### src/sv/hcb_ram.sv
// Generic single-write, single-read synchronous RAM with registered read data.
module hcb_ram #(
  parameter int WIDTH = 8,
  parameter int DEPTH = 16
) (
  input  logic                     clk_i,
  input  logic                     wr_en_i,
  input  logic [$clog2(DEPTH)-1:0] wr_addr_i,
  input  logic [WIDTH-1:0]         wr_data_i,
  input  logic                     rd_en_i,
  input  logic [$clog2(DEPTH)-1:0] rd_addr_i,
  output logic [WIDTH-1:0]         rd_data_o
);

  logic [WIDTH-1:0] mem_q [DEPTH];

  always_ff @(posedge clk_i) begin
    if (wr_en_i) begin
      mem_q[wr_addr_i] <= wr_data_i;
    end
    if (rd_en_i) begin
      rd_data_o <= mem_q[rd_addr_i];
    end
  end

endmodule

### config.mk
export PLATFORM = sky130hd
export DESIGN_NAME = hcb_ram
export DESIGN_NICKNAME = d
export VERILOG_FILES = /design/src/sv/hcb_ram.sv
export SDC_FILE = /design/constraint.sdc
export NUM_CORES = 1
export LEC_CHECK = 0
export BUFFER_PORTS_ARGS = -buffer_cell sky130_fd_sc_hd__buf_2
export CAP_MARGIN = 0
export CORE_MARGIN = 10
export CORE_UTILIZATION = 54
export CTS_CLUSTER_SIZE = 20
export DETAILED_ROUTE_END_ITERATION = 6
export PLACE_DENSITY_LB_ADDON = 0.2
export SKIP_LAST_GASP = 1
export SLEW_MARGIN = 30
export SYNTH_ARGS = -nofsm -noshare
export SYNTH_HDL_FRONTEND = slang
export SYNTH_SLANG_ARGS = --single-unit
### constraint.sdc
create_clock -name clk_i -period 1.7 [get_ports clk_i]
set_input_delay 0.085 -clock clk_i [delete_from_list [all_inputs] [get_ports clk_i]]
set_output_delay 0.085 -clock clk_i [all_outputs]
set_load 0.1 [all_outputs]
Word-level counts from Yosys, hierarchy flattened

Memories as Yosys holds them, arrays and structs flattened. A register that Yosys moved wholly into a read port is not among the register bits.
Cells that the tools add are included.

Output and inout bits: 8
Memories: 1
Bits in registers: 0
Input bits: 19
Logic and storage cells: 3
RAM bits: 128

Memory list:

| memory | words | width | read ports | clocked after memory_dff | write ports | line | RTL |
|---|---|---|---|---|---|---|---|
| mem_q  | 16    | 8     | 1          | 1                        | 1           | 15   | `logic [WIDTH-1:0] mem_q [DEPTH];` |

Multiplexer cells: 2

Operators by type and width:

| cell   | count |
|---|---|
| $mux 1 | 2 |

Depth between registers and ports, before layout

Depth after elaboration: 2
Mapped depth: 5
Gate-level depth less buffers: 3

Least setup slack after synthesis

No wires, ideal clock.

Kind: input to register
Start point: in wr_addr_i[2]
End point: mem mem_q[0][0], enable pin
Buffers on the path: 0
Setup slack: 122 ps
Setup time: 383 ps
Arrival time: 1195 ps
Stages on the path: 2
Path through: or3b_2 -> nor3_1

RTL lines:

| item            | line | RTL |
|---|---|---|
| start, declared | 8    | `input logic [$clog2(DEPTH)-1:0] wr_addr_i,` |
| end, declared   | 15   |  |

No word-level cell before the write port.

==> results.tsv <==
stage	metric	value	unit
yosys	synth_commonest_cells	edfxtp_1 (136), mux4_2 (18), a22oi_1 (16)	
power_and_ir_drop	ir_worst_vdd	0.664	mV
setup_path	critPathArrivalTime	1.73	ns
sta	setup_viol	0	
power_and_ir_drop	switching_share	21.5	%
clock_network	numCtsBuffers	17	
floorplan	io_pins	27	
floorplan	start_util	56.0	%
yosys	yosysWarnings	0	
yosys	ys_ff_latch	136	
cells_and_area	drive_gt1_share	30.5	%
clock_network	cts.clk_slew.worst_paths	0.06	ns
clock_network	cts_resized	0	
flow_run	drv_cap	0	
global_routing	grt_use_total	15.0	%
setup_path	criticalPathCategory	reg -> reg	
yosys	syn-num-nets	248	
setup_path	cp-startpoint	mem_q[11][7]	
clock_network	cts_tree	built	
status	status	finished, final reports clean	
sta	tns	0	ns
setup_path	endpoint_kind	flop	
setup_path	regToRegStartpoint	mem_q[11][7]	
yosys	yosys.cell_count.top_type	edfxtp_1	
min_path	hold_path_class	in -> reg	
route	viasPerCell	5.70	
route	vias	2492	
power_and_ir_drop	p_clk_share	40.9	%
yosys	synth_ff_type	edfxtp_1	
global_routing	overflow	0	
route	wire_per_inst	22.3	µm
floorplan	die_h	118	µm
sta	finalHoldViolCount	0	
route	first_pass_iters	4	
yosys	ys_seq_area_share	78.1	%
power_and_ir_drop	intPower	5700	µW
floorplan	core	9330	µm²
sta	drv_slew	0	
power_and_ir_drop	power_density	1160	nW/µm²
yosys	yosysTopAreaCell	edfxtp_1	
yosys	synth.avg_cell_area	22.8	µm²
clock_network	cts_sinks	136	
yosys	synth.area.top_cells	edfxtp_1 (78%), mux4_2 (7.8%), mux4_1 (7.0%), a22oi_1 (2.3%), nor2_1 (0.93%)	
route	routed_wl	9.76	mm
sta	worstMarginPinSlew	0.506	ns
place	portBuffers	26	
cells_and_area	n_antenna_cell	0	
global_routing	grt_pass1_vias	2731	
setup_path	r2r_end	rd_data_o[7]	
place	hpwl	6.47	mm
power_and_ir_drop	power.net_switching	1560	µW
floorplan	rows	35	
floorplan	die_area	14000	µm²
route	drc	0	
cells_and_area	area_delta_synth_final	19.2	%
clock_network	cts_buffer_depth	2	
yosys	async_reset_ff_share	0	%
sta	relSlewSlack	66.5	%
power_and_ir_drop	pwr-share-seq	52.4	%
setup_path	worstPathRequired	1.95	ns
route	drt_iter0_markers	289	
setup_path	cp-endpoint	rd_data_o[7]	
power_and_ir_drop	total_power	7260	µW
yosys	syn_area	5230	µm²
sta	layout_min_cycle_time	1.48	ns
floorplan	die_w	118	µm
global_routing	grt_max_degree	17	
sta	max_freq	0.676	GHz
min_path	min_from	wr_addr_i[0]	
setup_path	reg2reg_slack	0.22	ns
setup_path	rr_worst_depth	3	
setup_path	crit_fanout	1	
clock_network	clk_latency	0.51	ns
yosys	yosysTopAreaCellShare	78.1	%
cells_and_area	fin_nets	315	
sta	skew	0.00537	ns
clock_network	cts_max_level	4	
yosys	synth_cells	229	
global_routing	antenna_found_initial	1	
route	drtAntennaViolNets	0	
sta	post-route-period-util	87.0	%
setup_path	cp-start-kind	flop	
clock_network	clockRootBuffer	clkbuf_8	
power_and_ir_drop	combPwrFrac	6.7	%
power_and_ir_drop	p_leak	0.00212	µW
yosys	ys_types	18	
yosys	synth_edf_count	136	
place	place.gp.congestion	0.740	
sta	rsz0062_at_grt	false	
global_routing	grt_pass1_wl	15.9	mm
-- power groups by stage --
| stage | Sequential, µW | Clock [µW] | Combinational [µW] |
|---|---|---|---|
| 2_1_floorplan | 3980 | 0 | 191 |
| 3_3_place_gp | 3870 | 0 | 469 |
| 3_5_place_dp | 3870 | 0 | 477 |
| 4_1_cts | 3800 | 3010 | 495 |
| 5_1_grt | 3810 | 3200 | 525 |
| 6_report | 3800 | 2970 | 486 |
-- cell usage in the layout, fill, tap and decap left out, drive strengths merged --
cell type	instances
nand2b	2
or3b	1
buf	49
nand3b	2
edfxtp	136
clkinv	8
dlygate4sd3	9
nor2b	1
clkbuf	20
nor2	13
mux4	32
clkinvlp	3
nand2	9
and2	1
and2b	1
nor3	4
nand3	1
a22oi	16
-- layout make-up --
class	instances	area, µm²
clock inverter	11	60.1
clock buffer	20	425
tap	129	161
timing repair buffer	58	443
sequential	136	4080
multi-input combinational	83	1060
fill	593	3100
-- how the worst min path moves through the flow --
stage / endpoint / slack [ns] / cells after the start
6_report: mem_q[0][6] / 0.14 / 3
2_1_floorplan: mem_q[0][0] / 0.18 / 0
4_1_cts: mem_q[0][6] / 0.11 / 3
3_3_place_gp: rd_data_o[0] / 0.47 / 1
5_1_grt: mem_q[0][2] / 0.13 / 3
3_5_place_dp: rd_data_o[3] / 0.48 / 1
-- state kept, by name, summed over array words and instances, names as in the netlist --
register,flops
rd_data_o,8
mem_q,128
-- stage by stage --
stage / instance area [µm²] / hold slack (ns) / std cells / util, % / setup WS, ns
2_1_floorplan: 5230 / 0.184 / 229 / - / 0.122
3_3_place_gp: 5660 / 0.472 / 397 / 60.6 / 0.0749
3_5_place_dp: 5660 / 0.482 / 397 / 60.6 / 0.0374
4_1_cts: 6230 / 0.110 / 437 / 66.8 / 0.200
5_1_grt: 6230 / 0.134 / 437 / 66.8 / 0.126
6_report: 6230 / 0.136 / 437 / 66.8 / 0.220
-- logic make-up after synthesis --
logic type,after synthesis,synth area share [%]
AND/OR/NAND/NOR,35,3.14
multiplexers,32,14.8
buffers and inverters,10,1.65
flip-flops,136,78.1
AO/OA/AOI/OAI,16,2.30
-- worst max-delay path, cell delays in order (launching register included) --
cell and delay, ns:
edfxtp_1 0.36, mux4_2 0.48, a22oi_1 0.29, nand2_1 0.09
-- per-layer routing --
metal  global-route usage [%]  share of wire (%)
met1                     19.7                 41
met2                     23.4                 51
met3                     4.81                7.0
met4                     4.81                1.2
met5                        0              0.072
-- repair_timing --
action | CTS | global route
buffers inserted | 0 | 0
setup endpoints to repair | 0 | 0
endpoints found under the hold margin | 136 | 0
hold buffers | 9 | 0
Power figures use the tool's default switching activity.
