## src/sv/hcb_pkg.sv

```systemverilog
// Shared constants and types for the histogram clip bounds block.
package hcb_pkg;

  localparam int MAX_BINS   = 256;
  localparam int COUNT_BITS = 24;
  localparam int ADDR_W     = $clog2(MAX_BINS);
  localparam int NUM_W      = $clog2(MAX_BINS + 1);
  localparam int TOTAL_W    = COUNT_BITS + ADDR_W;
  localparam int FRAC_W     = 16;
  localparam int THR_W      = FRAC_W + 1;
  localparam int PROD_W     = TOTAL_W + THR_W;

  localparam logic [FRAC_W-1:0] CLIP_RESET = FRAC_W'(655);
  localparam logic [THR_W-1:0]  ONE_Q16    = THR_W'(1) << FRAC_W;

  typedef struct packed {
    logic clear;
    logic step;
    logic first;
  } scan_ctrl_t;

  typedef struct packed {
    logic              found;
    logic [ADDR_W-1:0] idx;
    logic              zero;
  } scan_res_t;

endpackage

```

## src/sv/hcb_scan.sv

```systemverilog
// One threshold scan: running sum over streamed bins and first flip of the test.
module hcb_scan import hcb_pkg::*; (
  input  logic                  clk_i,
  input  logic                  rst_ni,
  input  scan_ctrl_t            ctrl_i,
  input  logic [COUNT_BITS-1:0] bin_i,
  input  logic [ADDR_W-1:0]     idx_i,
  input  logic [THR_W-1:0]      thr_i,
  input  logic [TOTAL_W-1:0]    total_i,
  output scan_res_t             res_o
);

  logic [PROD_W-1:0]  rhs_q;
  logic               zero_q;
  logic [TOTAL_W-1:0] sum_q, sum_d;
  logic               prev_q, cur;
  logic               found_q;
  logic [ADDR_W-1:0]  idx_q;

  assign sum_d = (ctrl_i.first ? '0 : sum_q) + TOTAL_W'(bin_i);
  assign cur   = PROD_W'({sum_d, FRAC_W'(0)}) >= rhs_q;

  always_ff @(posedge clk_i or negedge rst_ni) begin
    if (!rst_ni) begin
      found_q <= 1'b0;
      prev_q  <= 1'b0;
    end else if (ctrl_i.clear) begin
      found_q <= 1'b0;
    end else if (ctrl_i.step) begin
      prev_q <= cur;
      if (!ctrl_i.first && !found_q && (cur != prev_q)) begin
        found_q <= 1'b1;
      end
    end
  end

  always_ff @(posedge clk_i) begin
    if (ctrl_i.clear) begin
      rhs_q  <= PROD_W'(thr_i) * PROD_W'(total_i);
      zero_q <= (total_i == '0);
    end
    if (ctrl_i.step) begin
      sum_q <= sum_d;
      if (!ctrl_i.first && !found_q && (cur != prev_q)) begin
        idx_q <= idx_i;
      end
    end
  end

  assign res_o.found = found_q && !zero_q;
  assign res_o.idx   = idx_q;
  assign res_o.zero  = zero_q;

  a_found_holds: assert property (@(posedge clk_i) disable iff (!rst_ni)
    found_q && !ctrl_i.clear |=> found_q)
    else $error("scan crossing flag dropped without clear");

  a_found_needs_step: assert property (@(posedge clk_i) disable iff (!rst_ni)
    !found_q ##1 found_q |-> $past(ctrl_i.step) && !$past(ctrl_i.first))
    else $error("scan crossing recorded outside a scan step");

  a_clear_drops_found: assert property (@(posedge clk_i) disable iff (!rst_ni)
    ctrl_i.clear |=> !found_q)
    else $error("scan crossing flag kept across clear");

endmodule

```

## config.mk

```make
export PLATFORM = sky130hd
export DESIGN_NAME = hcb_scan
export DESIGN_NICKNAME = d
export VERILOG_FILES = /design/src/sv/hcb_pkg.sv /design/src/sv/hcb_scan.sv
export SDC_FILE = /design/constraint.sdc
export NUM_CORES = 1
export LEC_CHECK = 0
export ABC_AREA = 0
export BUFFER_PORTS_ARGS = -buffer_cell sky130_fd_sc_hd__buf_2
export CAP_MARGIN = 20
export CORE_MARGIN = 8
export CORE_UTILIZATION = 66
export CTS_BUF_LIST = sky130_fd_sc_hd__clkbuf_4 sky130_fd_sc_hd__clkbuf_8
export CTS_CLUSTER_DIAMETER = 120
export DETAILED_ROUTE_END_ITERATION = 6
export PLACE_DENSITY = 0.91
export SLEW_MARGIN = 20
export SYNTH_ARGS = -nofsm -noshare
export SYNTH_HDL_FRONTEND = slang
export SYNTH_SLANG_ARGS = --single-unit
```

## constraint.sdc

```tcl
create_clock -name clk_i -period 6.9 [get_ports clk_i]
set_input_delay 0.345 -clock clk_i [delete_from_list [all_inputs] [get_ports clk_i]]
set_output_delay 0.345 -clock clk_i [all_outputs]
set_load 0.01 [all_outputs]
```

======== Word-level counts from Yosys, hierarchy flattened ========
Cells that the tools add are included.
storage, ports and cells
  logic and storage cells ................. 27
  input bits .............................. 86
  register bits ........................... 92
  output and inout bits ................... 10
operators by class
  bitwise operators ....................... 1
  equal/unequal tests ..................... 1
  reductions and logical operators ........ 12
  $mul .................................... 1
  add/subtract/negate cells ............... 1
  multiplexer cells ....................... 4
  $lt $le $gt $ge ......................... 1
operator list
  cell                                              count
  48-bit by 49-bit >= comparator with 1-bit output  1
  17-bit by 32-bit multiplier with 49-bit output    1
  32-bit by 24-bit adder with 32-bit output         1
  32-bit logical NOT                                1
  32-bit two-way mux                                1
  2-bit AND reduction                               3
  2-bit nonzero test                                2
  1-bit logical AND                                 3
  1-bit logical NOT                                 3
  1-bit two-way mux                                 3
  1-bit != test                                     1
  1-bit NOT                                         1

======== Longest topological paths before layout ========
  depth in word-level cells ............... 8
  gate-level depth with buffers ........... 25
  depth with buffers taken out ............ 23

======== Worst setup path before layout ========
Ideal clock, no wire load.
  kind .................................... input to register
  start ................................... in total_i[29]
  end ..................................... reg rhs_q[47], data pin
  data required time ...................... 6.635 ns
  setup time .............................. 0.265 ns
  arrival ................................. 6.053 ns
  buffers on the path ..................... 3
  stages .................................. 25
  path slack .............................. 0.582 ns
  cells stage by stage .................... clkbuf_1 -> clkbuf_1 -> nand2_1 -> fa_1 -> inv_1 -> fa_1 -> inv_1 -> fa_1 -> inv_1 -> fa_1 -> fa_1 -> inv_1 -> fa_1 -> inv_1 -> ha_1 -> clkbuf_1 -> a21o_1 -> a21o_1 -> a21oi_1 -> o21bai_1 -> a2111oi_0 -> o21bai_1 -> o21ba_2 -> o21ai_0 -> xor2_1
between the ends
  longest elaborated chain between the ends .. 1
RTL lines
  element                                         RTL line        text
  start, declared                                 hcb_scan.sv:9   input logic [TOTAL_W-1:0] total_i,
  17-bit by 32-bit multiplier with 49-bit output  hcb_scan.sv:39  rhs_q <= PROD_W'(thr_i) * PROD_W'(total_i);
  end signal, assigned                            hcb_scan.sv:39
  end, declared                                   hcb_scan.sv:13  logic [PROD_W-1:0] rhs_q;
No other way between the ends.
A chain may end at the register's enable or synchronous reset.

======== Final worst setup path ========
  start ................................... in thr_i[3]
  end ..................................... reg rhs_q[46], data pin
between the ends
  longest elaborated chain between the ends .. 1
RTL lines
  element                                         RTL line        text
  start, declared                                 hcb_scan.sv:8   input logic [THR_W-1:0] thr_i,
  17-bit by 32-bit multiplier with 49-bit output  hcb_scan.sv:39
No other way between the ends.

==> impl_summary.log <==
[metrics] outcome: completed
[metrics] xor and xnor fraction of the mapped netlist area: 0.0257
[metrics] cell with the most instances after synthesis: inv_1
[metrics] final cell area excluding filler cells: 0.0235 sq mm
[metrics] footprint of the multi-input gates: 0.0172 sq mm
[metrics] DR DRC count: 0
[metrics] launching element type of the critical path: primary input
[metrics] max-cap check violation count: 0
[metrics] CTS root buf: clkbuf_8
[metrics] drt initial violations: 1434
[metrics] post-synthesis average cell area: 9.07 sq um
[metrics] start point of the worst hold path: idx_i[4]
[metrics] Core Box Area: 0.0335 sq mm
[metrics] area grow syn2layout: 4.38%
[metrics] clock tree from TritonCTS: yes
[metrics] leading post-synthesis cells by cell area: fa_1 40%, edfxtp_1 12%, ha_1 9.9%, inv_1 9.2%, nand2_1 6.3%
[metrics] top_reg_cell synth: edfxtp_1
[metrics] first-pass GRT wire length: 92800 um
[metrics] sum of overflow across all layers after global routing: 0
[metrics] Synth Area in Adders: 0.500
[metrics] average wire per standard cell: 19.0 um
[metrics] simple logic cell fraction of the synthesized area: 0.168
[metrics] post-route minimum period: 6.59 ns
[metrics] critical path endpoint category: register
[metrics] flip-flop and latch area: 0.00275 sq mm
[metrics] placed standard-cell area: 0.0233 sq mm
[metrics] maximum number of buffers from clock root to sink: 2
[metrics] post-DP HPWL: 44700 um
[metrics] transition time at the pin with the least slew margin: 0.788 ns
[metrics] effective utilization at floorplan: 0.671
[metrics] #FFs+latches synth: 92
[metrics] headroom to the max-slew limit: 0.475
[metrics] final weighted congestion in routability-driven placement: 0.999
[metrics] Fmax achieved: 0.152 GHz
[metrics] path class of the lowest-slack min-delay path: in -> reg
[metrics] compound-gate portion of the synthesized area: 0.0711
[metrics] number of clock sinks: 92
[metrics] depth of the worst hold-timing path: 1
[metrics] number of nets with antenna violations after detailed routing: 0
[metrics] cts bufs inserted: 9
[metrics] post-synthesis cell area: 0.0225 sq mm
[metrics] length in cells of the worst reg-to-reg path: 22
[metrics] total number of vias: 17500
[metrics] number of endpoints with negative hold slack in the final report: 0
[metrics] depth of the CTS H-tree: 3
[metrics] Distinct cells, synth: 58
[metrics] number of global-route vias before repair: 19100
[metrics] Worst R2R Start: sum_q[0]
[metrics] part of the cycle the worst path needs: 0.955
[metrics] Synth area leader: fa_1
[metrics] count of final setup violators: 0
[metrics] Post-Synthesis Cells: 2483
[metrics] floorplan die width: 201 um
[metrics] First-pass DRT Iterations: 6
[metrics] die outline area: 0.0403 sq mm
[metrics] commonest cells in the netlist: 553 x inv_1, 450 x fa_1, 377 x nand2_1
[metrics] proportion of synthesized flip-flops having asynchronous set or reset: 0.0217
[metrics] reg2reg end: idx_q[0]
[metrics] RSZ-0062 raised after global routing: false
[metrics] final setup TNS: 0 ns
[metrics] overall track demand over capacity in global routing: 0.280
[metrics] total routed wirelength: 56100 um
[metrics] dominant combinational cell family by area after synthesis: adder cells
[metrics] clock slew seen by the registers of the worst setup and hold paths: 0.08 ns
[metrics] worst setup skew after layout: 0.00858 ns
[metrics] Port-buffer cells: 95
[metrics] Max Fanout on Critical Path: 32
[metrics] arrival time at the worst endpoint: 6.76 ns
[metrics] number of pins with negative max-slew slack in the final report: 0
[metrics] CP Data Required Time: 7.07 ns
[metrics] sequential-to-total area share from yosys stat: 0.122
[metrics] fraction of layout cells with a size suffix above 1: 0.0569
[metrics] count of flip-flops with a built-in enable after synthesis: 90
[metrics] fill cell instance count of the final layout: 2342
[metrics] post-synthesis net count: 3198
[metrics] net count of the finished layout: 3207
[metrics] Min-Delay Endpoint: idx_q[4]
[metrics] warning count from the yosys run: 0
[metrics] Core Rows: 67
[metrics] multiplexer area fraction after synthesis: 0.00100
[metrics] Synth top area share: 0.400
[metrics] Die H: 201 um
[metrics] top-level I/O count: 96
[metrics] clock latency on the worst-skew pair: 0.37 ns
[metrics] number of antenna violations at the first check in global routing: 3
[metrics] largest net degree at the start of global routing: 55
[metrics] detail-routed via count per cell: 5.93
[metrics] category of the most critical setup path: in -> reg
[metrics] R2R setup slack: 0.99 ns
-- cell usage in the layout (no fill, tap or decap), types with 34 or more instances in the layout --
cell,synthesis,routed
a21oi_1,76,76
nor2_1,42,42
fa_1,450,450
ha_1,179,179
o21ai_0,41,41
nand2_1,377,377
nor2b_1,34,34
edfxtp_1,90,90
xnor2_1,46,46
inv_1,553,553
buf_2,0,95
a21o_1,49,49
and2_1,218,218
-- kinds of logic after synthesis --
family	after synthesis
AOI/OAI and AO/OA	248
xor gates and xnor gates	66
adders and majority gates	629
buffers and inverters	674
DFF	92
muxes	2
and+or+nand+nor	772
-- metal layers --
metal / GRT usage / part of all wire
met2: 0.468 / 0.48
met4: 0.105 / 0.033
met1: 0.343 / 0.36
met5: 0 / 0.00023
met3: 0.0821 / 0.13
-- repair_timing --
item | CTS | global route
hold buffers | 1 | 0
resized for setup | 0 | 0
hold endpoints to repair | 2 | 0
buffers inserted | 0 | 0
-- final cells by class --
| type | instances | share of cell area |
|---|---|---|
| Sequential cell | 92 | 0.117 |
| Clock buffer | 9 | 0.00527 |
| Antenna cell | 2 | 0.000213 |
| Tap cell | 448 | 0.0239 |
| Timing Repair Buffer | 119 | 0.0280 |
| Inverter | 553 | 0.0883 |
| Clock inverter | 7 | 0.00415 |
| Multi-Input combinational cell | 1717 | 0.733 |
-- flip-flops by register name (all words and copies together) (netlist names) --
name,flops
rhs_q,49
prev_q,1
found_q,1
sum_q,32
zero_q,1
idx_q,8
-- worst max path at each step --
stage | start | endpoint | slack [ns]
floorplan | total_i[29] | rhs_q[47] | 0.58
global placement | thr_i[3] | rhs_q[46] | 0.20
detailed placement | thr_i[3] | rhs_q[46] | 0.08
CTS | thr_i[3] | rhs_q[46] | 0.48
global route | thr_i[3] | rhs_q[41] | 0.07
finish | thr_i[3] | rhs_q[46] | 0.31
-- worst max-delay path, stage by stage --
cell	delay [ns]
buf_2	0.54
nand2_1	0.17
fa_1	0.52
fa_1	0.51
fa_1	0.52
inv_1	0.06
fa_1	0.50
fa_1	0.50
inv_1	0.05
fa_1	0.47
inv_1	0.04
ha_1	0.40
a211oi_1	0.27
nor2_1	0.10
o31a_1	0.24
o31ai_1	0.36
nand4b_1	0.25
a41oi_1	0.43
o211a_1	0.28
nand3_1	0.09
o311ai_0	0.11
-- metrics by stage --
| stage | util | hold WS (ns) | cells | setup WS [ns] |
|---|---|---|---|---|
| after CTS | 0.701 | 0.138 | 2945 | 0.481 |
| after global placement | 0.694 | 0.139 | 2928 | 0.201 |
| after floorplan | - | 0.0494 | 2483 | 0.582 |
| final | 0.701 | 0.160 | 2947 | 0.307 |
| after global routing | 0.701 | 0.140 | 2947 | 0.0660 |
| after detailed placement | 0.694 | 0.143 | 2928 | 0.0826 |
Power is left out: the tool's default activity adds up to more than one toggle a clock period on the data nets, which glitch-free logic cannot reach.
